$ cat src/sv/bbd_pkg.sv
// ------------------------------------------------------------------------
// bbd_pkg
// Types, constants and the CRC-8 step for the baseband TS packet deframer.
// ------------------------------------------------------------------------
package bbd_pkg;

    localparam int unsigned PACKET_BYTES_DEF = 188;
    localparam int unsigned RESULT_DEPTH_DEF = 4;

    localparam int unsigned DATA_W  = 8;
    localparam int unsigned POS_W   = 13;
    localparam int unsigned START_W = 14;

    localparam logic [POS_W-1:0] POS_MAX  = 13'h1FFF;
    localparam logic [7:0]       CRC_POLY = 8'hD5;

    localparam logic KIND_BYTE   = 1'b0;
    localparam logic KIND_STATUS = 1'b1;

    typedef struct packed {
        logic              kind;
        logic [DATA_W-1:0] out_byte;
        logic              packet_good;
        logic              last;
    } t_result;

    // results of one accepted transaction, count is 0, 1 or 2
    typedef struct packed {
        logic [1:0] count;
        t_result    res0;
        t_result    res1;
    } t_push;

    typedef struct packed {
        logic not_empty;
        logic has_room;
    } t_queue_status;

    // one byte of CRC-8, MSB first
    function automatic logic [7:0] crc8_byte(input logic [7:0] crc, input logic [7:0] b);
        logic [7:0] c;
        c = crc ^ b;
        for (int k = 0; k < 8; k++) begin
            if (c[7]) begin
                c = {c[6:0], 1'b0} ^ CRC_POLY;
            end else begin
                c = {c[6:0], 1'b0};
            end
        end
        return c;
    endfunction

endpackage

$ cat src/sv/bbd_in_if.sv
// ------------------------------------------------------------------------
// bbd_in_if
// Input channel: one data-field byte with the frame header fields.
// ------------------------------------------------------------------------
interface bbd_in_if import bbd_pkg::*; ();
    logic               valid;
    logic               ready;
    logic [DATA_W-1:0]  data_byte;
    logic               frame_start;
    logic               header_good;
    logic [POS_W-1:0]   sync_offset_bytes;
    logic [POS_W-1:0]   field_length_bytes;
    logic [DATA_W-1:0]  sync_value;

    modport source (
        output valid, data_byte, frame_start, header_good,
               sync_offset_bytes, field_length_bytes, sync_value,
        input  ready
    );
    modport sink (
        input  valid, data_byte, frame_start, header_good,
               sync_offset_bytes, field_length_bytes, sync_value,
        output ready
    );
endinterface

$ cat src/sv/bbd_out_if.sv
// ------------------------------------------------------------------------
// bbd_out_if
// Output channel: packet byte or end-of-packet status.
// ------------------------------------------------------------------------
interface bbd_out_if import bbd_pkg::*; ();
    logic               valid;
    logic               ready;
    logic               kind;
    logic [DATA_W-1:0]  out_byte;
    logic               packet_good;
    logic               last;

    modport source (
        output valid, kind, out_byte, packet_good, last,
        input  ready
    );
    modport sink (
        input  valid, kind, out_byte, packet_good, last,
        output ready
    );
endinterface

$ cat src/sv/bbd_core.sv
// ------------------------------------------------------------------------
// bbd_core
// Frame/packet state, CRC-8 update and result generation per byte.
// ------------------------------------------------------------------------
module bbd_core import bbd_pkg::*; #(
    parameter int unsigned PACKET_BYTES = PACKET_BYTES_DEF
) (
    input  logic               i_clk,
    input  logic               i_rst_n,
    input  logic               i_accept,
    input  logic [DATA_W-1:0]  i_data_byte,
    input  logic               i_frame_start,
    input  logic               i_header_good,
    input  logic [POS_W-1:0]   i_sync_offset_bytes,
    input  logic [POS_W-1:0]   i_field_length_bytes,
    input  logic [DATA_W-1:0]  i_sync_value,
    output t_push              o_push
);

    localparam int unsigned FILL_W = $clog2(PACKET_BYTES + 1);
    localparam logic [FILL_W-1:0] FILL_END = FILL_W'(PACKET_BYTES);

    logic [POS_W-1:0]   r_pos,      n_pos;
    logic               r_hdr_good, n_hdr_good;
    logic [START_W-1:0] r_start,    n_start;
    logic [POS_W-1:0]   r_len,      n_len;
    logic [FILL_W-1:0]  r_fill,     n_fill;
    logic [7:0]         r_crc,      n_crc;
    logic [DATA_W-1:0]  r_sync,     n_sync;

    logic [POS_W-1:0]   pos_cur;
    logic [FILL_W-1:0]  fill_inc;
    logic [7:0]         crc_new;
    logic               in_field;
    logic               do_feed;
    logic               resync;
    logic               pkt_done;
    t_result            res_sync;
    t_result            res_tail;

    always_comb begin
        n_hdr_good = i_frame_start ? i_header_good : r_hdr_good;
        n_start    = i_frame_start ? ({1'b0, i_sync_offset_bytes} + START_W'(1)) : r_start;
        n_len      = i_frame_start ? i_field_length_bytes : r_len;
        n_sync     = (i_frame_start && i_header_good) ? i_sync_value : r_sync;
        pos_cur    = i_frame_start ? '0 : r_pos;

        in_field = pos_cur < n_len;
        do_feed  = !n_hdr_good || in_field;
        resync   = n_hdr_good && in_field && (({1'b0, pos_cur} + START_W'(1)) == n_start);

        crc_new  = crc8_byte(r_crc, i_data_byte);
        fill_inc = r_fill + FILL_W'(1);
        pkt_done = fill_inc >= FILL_END;

        n_fill = r_fill;
        n_crc  = r_crc;
        if (do_feed) begin
            if (pkt_done) begin
                n_fill = '0;
                n_crc  = '0;
            end else begin
                n_fill = fill_inc;
                n_crc  = crc_new;
            end
        end
        // restart the unit after the sync offset byte
        if (resync) begin
            n_fill = '0;
            n_crc  = '0;
        end

        n_pos = (pos_cur < POS_MAX) ? (pos_cur + POS_W'(1)) : pos_cur;

        res_sync.kind        = KIND_BYTE;
        res_sync.out_byte    = n_sync;
        res_sync.packet_good = 1'b0;
        res_sync.last        = 1'b0;

        res_tail.kind        = pkt_done ? KIND_STATUS : KIND_BYTE;
        res_tail.out_byte    = pkt_done ? '0 : i_data_byte;
        res_tail.packet_good = pkt_done && (crc_new == 8'h00);
        res_tail.last        = 1'b1;

        o_push = '0;
        if (i_accept && do_feed) begin
            if (r_fill == '0) begin
                o_push.count = 2'd2;
                o_push.res0  = res_sync;
                o_push.res1  = res_tail;
            end else begin
                o_push.count = 2'd1;
                o_push.res0  = res_tail;
            end
        end
    end

    always_ff @(posedge i_clk) begin
        if (!i_rst_n) begin
            r_pos      <= '0;
            r_hdr_good <= 1'b0;
            r_start    <= '0;
            r_len      <= '0;
            r_fill     <= '0;
            r_crc      <= '0;
            r_sync     <= '0;
        end else if (i_accept) begin
            r_pos      <= n_pos;
            r_hdr_good <= n_hdr_good;
            r_start    <= n_start;
            r_len      <= n_len;
            r_fill     <= n_fill;
            r_crc      <= n_crc;
            r_sync     <= n_sync;
        end
    end

endmodule

$ cat src/sv/bbd_queue.sv
// ------------------------------------------------------------------------
// bbd_queue
// Result queue: takes up to two results per cycle, hands out one.
// ------------------------------------------------------------------------
module bbd_queue import bbd_pkg::*; #(
    parameter int unsigned DEPTH = RESULT_DEPTH_DEF
) (
    input  logic          i_clk,
    input  logic          i_rst_n,
    input  t_push         i_push,
    input  logic          i_pop,
    output t_result       o_head,
    output t_queue_status o_status
);

    localparam int unsigned PTR_W = $clog2(DEPTH);
    localparam int unsigned CNT_W = $clog2(DEPTH + 1);
    localparam logic [PTR_W-1:0] PTR_LAST = PTR_W'(DEPTH - 1);
    localparam logic [CNT_W-1:0] ROOM_MAX = CNT_W'(DEPTH - 2);

    t_result           r_mem [DEPTH];
    logic [PTR_W-1:0]  r_wr, n_wr;
    logic [PTR_W-1:0]  r_rd, n_rd;
    logic [CNT_W-1:0]  r_count, n_count;
    logic [PTR_W-1:0]  wr1;
    logic [PTR_W-1:0]  wr2;

    always_comb begin
        wr1 = (r_wr == PTR_LAST) ? '0 : r_wr + PTR_W'(1);
        wr2 = (wr1 == PTR_LAST) ? '0 : wr1 + PTR_W'(1);
        case (i_push.count)
            2'd1:    n_wr = wr1;
            2'd2:    n_wr = wr2;
            default: n_wr = r_wr;
        endcase
        if (i_pop) begin
            n_rd = (r_rd == PTR_LAST) ? '0 : r_rd + PTR_W'(1);
        end else begin
            n_rd = r_rd;
        end
        n_count = r_count + CNT_W'(i_push.count) - CNT_W'(i_pop);
    end

    always_ff @(posedge i_clk) begin
        if (i_push.count != 2'd0) begin
            r_mem[r_wr] <= i_push.res0;
        end
        if (i_push.count == 2'd2) begin
            r_mem[wr1] <= i_push.res1;
        end
    end

    always_ff @(posedge i_clk) begin
        if (!i_rst_n) begin
            r_wr    <= '0;
            r_rd    <= '0;
            r_count <= '0;
        end else begin
            r_wr    <= n_wr;
            r_rd    <= n_rd;
            r_count <= n_count;
        end
    end

    assign o_head             = r_mem[r_rd];
    assign o_status.not_empty = r_count != '0;
    // keep room for a two-result transaction
    assign o_status.has_room  = r_count <= ROOM_MAX;

endmodule

$ cat src/sv/bbframe_ts_packet_deframer.sv
// ------------------------------------------------------------------------
// bbframe_ts_packet_deframer: the results of each input transaction are written into the
// registered result queue. Throughput 1 byte per cycle while the queue holds at most two results;
// a unit of PACKET_BYTES bytes yields one result more, so even a ready output stalls
// the input at times (output port sets the long-run rate).
// Reset: synchronous, clears frame/packet state and empties the result queue.
// ------------------------------------------------------------------------
module bbframe_ts_packet_deframer import bbd_pkg::*; #(
    parameter int unsigned PACKET_BYTES = PACKET_BYTES_DEF,
    parameter int unsigned RESULT_DEPTH = RESULT_DEPTH_DEF
) (
    input  logic       i_clk,
    input  logic       i_rst_n,
    bbd_in_if.sink     i_in,
    bbd_out_if.source  o_out
);

    t_push         push;
    t_result       head;
    t_queue_status q_status;
    logic          in_accept;
    logic          out_pop;

    assign in_accept  = i_in.valid && i_in.ready;
    assign out_pop    = o_out.valid && o_out.ready;
    assign i_in.ready = q_status.has_room;

    bbd_core #(
        .PACKET_BYTES (PACKET_BYTES)
    ) u_core (
        .i_clk                (i_clk),
        .i_rst_n              (i_rst_n),
        .i_accept             (in_accept),
        .i_data_byte          (i_in.data_byte),
        .i_frame_start        (i_in.frame_start),
        .i_header_good        (i_in.header_good),
        .i_sync_offset_bytes  (i_in.sync_offset_bytes),
        .i_field_length_bytes (i_in.field_length_bytes),
        .i_sync_value         (i_in.sync_value),
        .o_push               (push)
    );

    bbd_queue #(
        .DEPTH (RESULT_DEPTH)
    ) u_queue (
        .i_clk    (i_clk),
        .i_rst_n  (i_rst_n),
        .i_push   (push),
        .i_pop    (out_pop),
        .o_head   (head),
        .o_status (q_status)
    );

    assign o_out.valid       = q_status.not_empty;
    assign o_out.kind        = head.kind;
    assign o_out.out_byte    = head.out_byte;
    assign o_out.packet_good = head.packet_good;
    assign o_out.last        = head.last;

endmodule

$ cat src/flat_wrapper.sv
// flat-port wrapper written by rule: the top's interface ports become plain ports
module bbframe_ts_packet_deframer_flat import bbd_pkg::*;
#(
    parameter int unsigned PACKET_BYTES = PACKET_BYTES_DEF,
    parameter int unsigned RESULT_DEPTH = RESULT_DEPTH_DEF
)
  (i_clk, i_rst_n, i_in_valid, i_in_data_byte, i_in_frame_start, i_in_header_good, i_in_sync_offset_bytes, i_in_field_length_bytes, i_in_sync_value, i_in_ready, o_out_valid, o_out_kind, o_out_out_byte, o_out_packet_good, o_out_last, o_out_ready);
  bbd_in_if i_in_i ();
  bbd_out_if o_out_i ();
  input  logic i_clk;
  input  logic i_rst_n;
  input wire logic [$bits(i_in_i.valid)-1:0] i_in_valid;
  input wire logic [$bits(i_in_i.data_byte)-1:0] i_in_data_byte;
  input wire logic [$bits(i_in_i.frame_start)-1:0] i_in_frame_start;
  input wire logic [$bits(i_in_i.header_good)-1:0] i_in_header_good;
  input wire logic [$bits(i_in_i.sync_offset_bytes)-1:0] i_in_sync_offset_bytes;
  input wire logic [$bits(i_in_i.field_length_bytes)-1:0] i_in_field_length_bytes;
  input wire logic [$bits(i_in_i.sync_value)-1:0] i_in_sync_value;
  output wire logic [$bits(i_in_i.ready)-1:0] i_in_ready;
  output wire logic [$bits(o_out_i.valid)-1:0] o_out_valid;
  output wire logic [$bits(o_out_i.kind)-1:0] o_out_kind;
  output wire logic [$bits(o_out_i.out_byte)-1:0] o_out_out_byte;
  output wire logic [$bits(o_out_i.packet_good)-1:0] o_out_packet_good;
  output wire logic [$bits(o_out_i.last)-1:0] o_out_last;
  input wire logic [$bits(o_out_i.ready)-1:0] o_out_ready;
  assign i_in_i.valid = i_in_valid;
  assign i_in_i.data_byte = i_in_data_byte;
  assign i_in_i.frame_start = i_in_frame_start;
  assign i_in_i.header_good = i_in_header_good;
  assign i_in_i.sync_offset_bytes = i_in_sync_offset_bytes;
  assign i_in_i.field_length_bytes = i_in_field_length_bytes;
  assign i_in_i.sync_value = i_in_sync_value;
  assign i_in_ready = i_in_i.ready;
  assign o_out_valid = o_out_i.valid;
  assign o_out_kind = o_out_i.kind;
  assign o_out_out_byte = o_out_i.out_byte;
  assign o_out_packet_good = o_out_i.packet_good;
  assign o_out_last = o_out_i.last;
  assign o_out_i.ready = o_out_ready;
  bbframe_ts_packet_deframer #(.PACKET_BYTES(PACKET_BYTES), .RESULT_DEPTH(RESULT_DEPTH)) u_core (.i_clk(i_clk), .i_rst_n(i_rst_n), .i_in(i_in_i), .o_out(o_out_i));
endmodule
$ cat config.mk
export PLATFORM = sky130hd
export DESIGN_NAME = bbframe_ts_packet_deframer_flat
export DESIGN_NICKNAME = d
export VERILOG_FILES = /design/src/sv/bbd_pkg.sv /design/src/sv/bbd_in_if.sv /design/src/sv/bbd_out_if.sv /design/src/sv/bbd_core.sv /design/src/sv/bbd_queue.sv /design/src/sv/bbframe_ts_packet_deframer.sv /design/src/flat_wrapper.sv
export SDC_FILE = /design/constraint.sdc
export NUM_CORES = 1
export LEC_CHECK = 0
export BUFFER_PORTS_ARGS = -buffer_cell sky130_fd_sc_hd__buf_2
export CAP_MARGIN = 20
export CORE_MARGIN = 2
export CORE_UTILIZATION = 50
export CTS_BUF_LIST = sky130_fd_sc_hd__clkbuf_4
export DETAILED_ROUTE_END_ITERATION = 16
export GPL_TIMING_DRIVEN = 0
export PLACE_DENSITY = 0.76
export SLEW_MARGIN = 20
export SYNTH_ARGS = -nofsm -noshare
export SYNTH_HDL_FRONTEND = slang
export SYNTH_SLANG_ARGS = --single-unit
$ cat constraint.sdc
create_clock -name i_clk -period 7.1 [get_ports i_clk]
set_input_delay 1.065 -clock i_clk [delete_from_list [all_inputs] [get_ports i_clk]]
set_output_delay 1.065 -clock i_clk [all_outputs]
set_load 0.05 [all_outputs]
* Word-level counts from Yosys, hierarchy flattened
Memory sizes are Yosys's and may differ from the RTL's. A register that Yosys moved wholly into a read port is not among the register bits.
Index checks and enable logic that the tools add are counted.
** Word-level totals
- Output and inout port bits :: 13
- Bits of input ports :: 48
- Word-level logic and storage cells :: 90
- RAM bits :: 44
- Register bits :: 72
- Memories :: 1
** Memory list
- u_core.u_queue.r_mem :: words 4, bits a word 11, read ports 1, clocked after Yosys merged registers in 1, write ports 2, line bbd_queue.sv:21 : t_result r_mem [DEPTH];
** Cells by class
- Muxes and demuxes :: 35
- Bitwise operators :: 9
- Reduce and logical (&&, ||, !) cells :: 16
- Order comparisons :: 4
- $add $sub $neg :: 9
- Eq/ne operators :: 6
** Operators with widths (number)
- 2-to-1 mux 8 bit :: 16
- 2-to-1 mux 13 bit :: 4
- inverter 5 bit :: 8
- adder 13 x 1 -> 14 bit (second input constant) :: 2
- 2-to-1 mux 24 bit :: 1
- zero test 8 bit :: 2
- equality test 14 bit :: 1
- 2-to-1 mux 14 bit :: 1
- adder 13 x 1 -> 13 bit (second input constant) :: 1
- < comparator 13 bit :: 1
- < comparator 13 bit (second input constant) :: 1
- 2-to-1 mux 11 bit :: 1
- 2-to-1 mux 2 bit :: 5
- adder 8 x 1 -> 8 bit (second input constant) :: 1
- equality test 2 bit (second input constant) :: 4
- greater-or-equal comparator 8 bit (second input constant) :: 1
- bitwise XOR 8 bit :: 1
- logical AND 1 bit :: 7
- adder 2 x 1 -> 2 bit (second input constant) :: 3
- 2-to-1 mux 1 bit :: 6
- nonzero test 2 bit :: 3
- one-hot mux 2 bit (2 select lines) :: 1
- adder 3 x 2 -> 3 bit :: 1
- <= comparator 3 x 2 -> 1 bit (second input constant) :: 1
- other kinds (6) :: 6

* Logic depth before layout (Yosys ltp)
- Depth after elaboration :: 24
- Mapped depth :: 22
- Mapped depth without buffers :: 17

* Modules after synthesis
Synthesis repeated with hierarchy kept, for this count alone.
** Second synthesis, totals
- Cell total of the unflattened synthesis :: 747
- Area total of the unflattened synthesis :: 7290.7 um^2
** Modules (own cells, without submodules)
- bbd_core :: seq. area each 1301.2 um^2, cells an instance 576, instances 1, area an instance 4595.7 um^2
- bbd_queue :: seq. area each 1501.4 um^2, cells an instance 169, instances 1, area an instance 2682.6 um^2
- bbframe_ts_packet_deframer :: seq. area each 0.0 um^2, cells an instance 2, instances 1, area an instance 12.5 um^2

* Least setup slack after synthesis
OpenSTA, ideal clock, no wires.
- Path type :: input -> register
- Start point :: input i_in_frame_start
- End point :: memory u_core.u_queue.r_mem[0][0] (netlist bit) (enable)
- Stages on the path :: 16
- Setup time :: 0.394 ns
- Buffers on the path :: 5
- Arrival :: 5.158 ns
- Data required time :: 6.706 ns
- Slack :: 1.548 ns
- Cells stage by stage :: buf_4 buf_6 clkbuf_1 clkbuf_1 clkbuf_1 mux2i_1 ha_1 a211o_1 a21oi_1 o21ai_0 a211oi_2 o31ai_2 nor2_1 inv_1 ha_1 o21ai_0
** RTL lines
- start, declared :: line flat_wrapper.sv:14 : input wire logic [$bits(i_in_i.frame_start)-1:0] i_in_frame_start;
- end, declared :: line bbd_queue.sv:21

* Worst setup path after layout
- Start point :: input i_in_frame_start
- End point :: register u_core.u_queue.r_count[2]
** Between the ends
- Longest elaborated chain between the ends :: 7
- Elaborated cells between the ends (all ways) :: 10
- Those cells by class :: 2 x add/sub; 1 x order compare; 4 x mux; 3 x reduce/logical
** RTL lines
- 2-to-1 mux 13 bit (tied with other cells) :: line bbd_core.sv:46 : pos_cur = i_frame_start ? '0 : r_pos;
- < comparator 13 bit / zero test 1 bit (equally long branches) :: line bbd_core.sv:48, bbd_core.sv:49
- logical OR 1 bit * :: line bbd_core.sv:49 : do_feed = !n_hdr_good || in_field;
- logical AND 1 bit * :: line bbd_core.sv:86 : if (i_accept && do_feed) begin
- 2-to-1 mux 24 bit * :: line bbd_core.sv:86
- adder 3 x 2 -> 3 bit * :: line bbd_queue.sv:41 : n_count = r_count + CNT_W'(i_push.count) - CNT_W'(i_pop);
- subtractor 3 x 1 -> 3 bit * :: line bbd_queue.sv:41
- end signal, assigned :: line bbd_queue.sv:61 : r_count <= n_count;
- end, declared :: line bbd_queue.sv:24 : logic [CNT_W-1:0] r_count, n_count;
Every way passes the cells marked *; elsewhere a longest branch is shown, timed or not.
A chain may end at the register's enable or synchronous reset.

==> metrics.md <==
| Metric | Value |
|---|---|
| Family with the most delay on the worst path | `buffers and inverters` |
| Non-filler cells, final | `1,013` |
| Rows | `43` |
| Largest family of logic cells by synthesized area | `simple AND/OR/NAND/NOR gates` |
| TritonCTS buffer count | `17` |
| Clock Latency Late Sink | `roughly 0.53 ns` |
| Crit path capture type | `flip-flop` |
| Clock skew | `0.0188 ns` |
| Remaining antenna violation count after routing | `0` |
| Max cap viols | `0` |
| Post-CTS sizing | `0` |
| Clk slew on worst S/H paths | `0.10 ns` |
| Leakage | `3.06 nW` |
| Syn-to-layout area delta | `11.5%` |
| TritonCTS Sinks | `118` |
| CTS Buffer Depth | `2` |
| Max-slew violation count | `0` |
| Crit path buf inv count | `8` |
| DRT Pass-1 Iters | `5` |
| Maximum fanout along the worst path | `10` |
| Path type of the worst min-delay path | `flip-flop to flip-flop` |
| Xor/xnor share of the synthesized area | `a little over 7%` |
| Core ar. | `13,900 um2` |
| Setup WS pre-CTS | `just over 0.6 ns` |
| Cell variety after synth | `between 70 and 80` |
| CP max-delay cell | `clkbuf_1` |
| Area after DPL | `roughly 7600 um2` |
| Sequential fraction of the synthesis area | `39.6%` |
| Initial antenna violation count | `1` |
| Total GRT Usage | `24.3%` |
| Cts-stage hold buffer count | `0` |
| Routed wire length | `17,600 um` |
| Post-CTS Setup Inserts | `0` |
| Area contributors post-synth | `dfxtp_1, edfxtp_1, mux2_2, nor2_1, ha_1` |
| Fmax | `0.167 GHz` |
| Die area | `approximately 15,000 um2` |
| Flop pwr share | `34.8%` |
| Rel. slew slack | `a little under two fifths` |
| DR iter-0 viols | `520` |
| Comb power frac | `47.7%` |
| Hold slack | `0.461 ns` |
| Adder-Cell Fraction of Synth Area | `between 4 and 5%` |
| RSZ-0062 raised after global routing | `false` |
| Number of global-route vias before repair | `5,597` |
| Final WS setup | `1.12 ns` |
| CP Cell Sequence | `buf_4, buf_6, clkbuf_1, clkbuf_1, clkbuf_1, mux2i_1, ha_1, nand4_1, o21ai_0, a21oi_1, o31ai_2, buf_2, nand2b_1, ha_1, inv_1, ha_1, inv_1, fa_1, xnor2_1, xnor2_1, nor2_1` |
| Syn nets | `816` |
| Die Span X | `123 um` |
| Drt drc | `0` |
| DIE HEIGHT | `123 um` |
| Worst path max stage delay | `0.58 ns` |
| I/O Buffers | `57` |
| Clock network fraction of total power | `between 10% and 20%` |
| EDFF count, synth | `44` |
| Gate Count Post-Synth | `742` |
| Post-synthesis simple-gate area fraction | `roughly 19%` |
| Share of layout cells above drive strength 1 | `~20%` |
| Initial core utilization | `51.0%` |
| # IOs | `slightly above 60` |
| Kind of critical path | `primary input to flip-flop` |
| Vias per cell | `5.80` |
| P_sw | `1.16 mW` |
| Global-route wire length before repair | `roughly 28,000 um` |
| Layout Nets | `893` |
| Critical Path RT | `7.50 ns` |
| H-tree level count | `4` |
| Seq cells post-synth | `118` |
| HPWL Detailed | `12,800 um` |
| Synth Area in Compound Gates | `13.9%` |
| Final Cell Area | `7900 um2` |
| Commonest register cell after synthesis | `dfxtp_1` |
| Avg WL per Cell | `17.4 um` |
| VDD IR-drop max | `0.000135 V` |
| Synthesized area | `7080 um2` |
| Syn_area_per_cell | `~9.5 um2` |
| Outcome | `completed` |
| Post-layout min period | `5.98 ns` |
| CP Launch Type | `primary input` |
| Congestion Overflow GR | `0` |
| DP Cell Count | `around 1,000` |
| CP arrival | `approximately 6.4 ns` |
| Top cell type's share of synthesized area | `20.9%` |
| Largest net degree at the start of global routing | `17` |
| Final Hold Viols | `0` |
| Root Driver | `clkbuf_4` |
| Final Core Density | `56.9%` |
| Setup_tns | `0 ns` |
| Final Cycle Share | `a little over four fifths` |
| Area leader, netlist | `dfxtp_1` |
| Switch share | `41.8%` |
| Mux cell area share after synthesis | `between 10% and 20%` |
| Vias | `5,875` |
| Power Density | `351 nW/um2` |
| Ys async rst share | `0%` |
| Final setup violation count | `0` |
| Internal power | `roughly 1.6 mW` |
| Least-Margin Pin Slew | `0.930 ns` |
| Synth warn | `0` |
| Power, Total | `2.77 mW` |
| Placer congestion estimate | `0.925` |
| CTS tree | `built` |
## synthesized netlist by cell type (all sizes together) (14+ instances only)
library cell	n
dfxtp	74
ha	25
nand3	15
a21oi	37
nor3	18
nand2	67
a211oi	20
mux2i	21
mux2	35
xnor2	34
xor2	22
clkbuf	24
o21ai	26
nor2	94
buf	16
edfxtp	44
inv	26
a22o	14
## cell families (layout without fill, tap and decap cells)
kind of cell    after synthesis  in the layout
simple gates                265            265
compound gates              143            143
flops                       118            118
mux                          67             67
buf+inv                      66            156
xor+xnor                     57             57
fa+ha+maj                    26             26
other cells                   0              1
## cell type report
type	count	area, um2
Antenna cell	1	2.50
Buffer	40	185
Clock buffer	19	143
Clock inverter	13	133
Fill cell	1238	5980
Inverter	26	97.6
Multi-Input combinational cell	558	4020
Sequential cell	118	2800
Tap cell	180	225
Timing Repair Buffer	58	293
## per-layer routing
metal	part of all wire, %	wire, um	global-route usage (%)	vias up
li1	-	-	-	2860
met2	47	8350	39.3	203
met5	0	0	0	-
met4	1.3	228	7.95	0
met3	6.0	1060	4.43	23
met1	45	7960	32.9	2789
## sequential cells by signal, summed over array words and instances (netlist names), named ones only
signal                    count
u_core.u_core.r_crc           8
u_core.u_core.r_fill          8
u_core.u_core.r_hdr_good      1
u_core.u_core.r_len          13
u_core.u_core.r_pos          13
u_core.u_core.r_start        14
u_core.u_core.r_sync          8
u_core.u_queue.r_count        3
u_core.u_queue.r_mem         44
u_core.u_queue.r_rd           2
u_core.u_queue.r_wr           2
## cells in the final DEF (no fill, tap or decap), drive strengths merged, types with 8 or more instances in the layout
cell type	n
nor2	94
dfxtp	74
buf	74
nand2	67
edfxtp	44
clkbuf	43
a21oi	37
mux2	35
xnor2	34
inv	27
o21ai	26
ha	25
xor2	22
mux2i	21
a211oi	20
nor3	18
nand3	15
a22o	14
nor2b	13
and3	11
mux4	11
a31oi	9
nand4	8
o31ai	8
## power by group through the flow
| stage | logic, mW | registers, mW | clock network [mW] |
|---|---|---|---|
| finish | 1.32 | 0.967 | 0.484 |
| global route | 1.44 | 0.982 | 0.513 |
| floorplan | 1.03 | 0.955 | 0 |
| detailed placement | 1.31 | 0.981 | 0 |
| global placement | 1.27 | 0.975 | 0 |
| CTS | 1.32 | 0.966 | 0.488 |
## worst min-delay path: cells and delay by family (launching register included)
family	cells	cell delay, ns
flops	1	0.32
compound gates	1	0.05
simple gates	1	0.05
## path summary, 6_finish.rpt
check                     startpoint                   endpoint  slack, ns  depth (start not counted)
max                 i_in_frame_start  u_core.u_queue.r_count[2]       1.12                         21
min          u_core.u_core.r_sync[3]    u_core.u_core.r_sync[3]       0.46                          2
max reg2reg  u_core.u_core.r_pos[10]  u_core.u_queue.r_count[2]       3.14                         16
min reg2reg  u_core.u_core.r_sync[3]    u_core.u_core.r_sync[3]       0.46                          2
(Power assumes the default switching activity.)
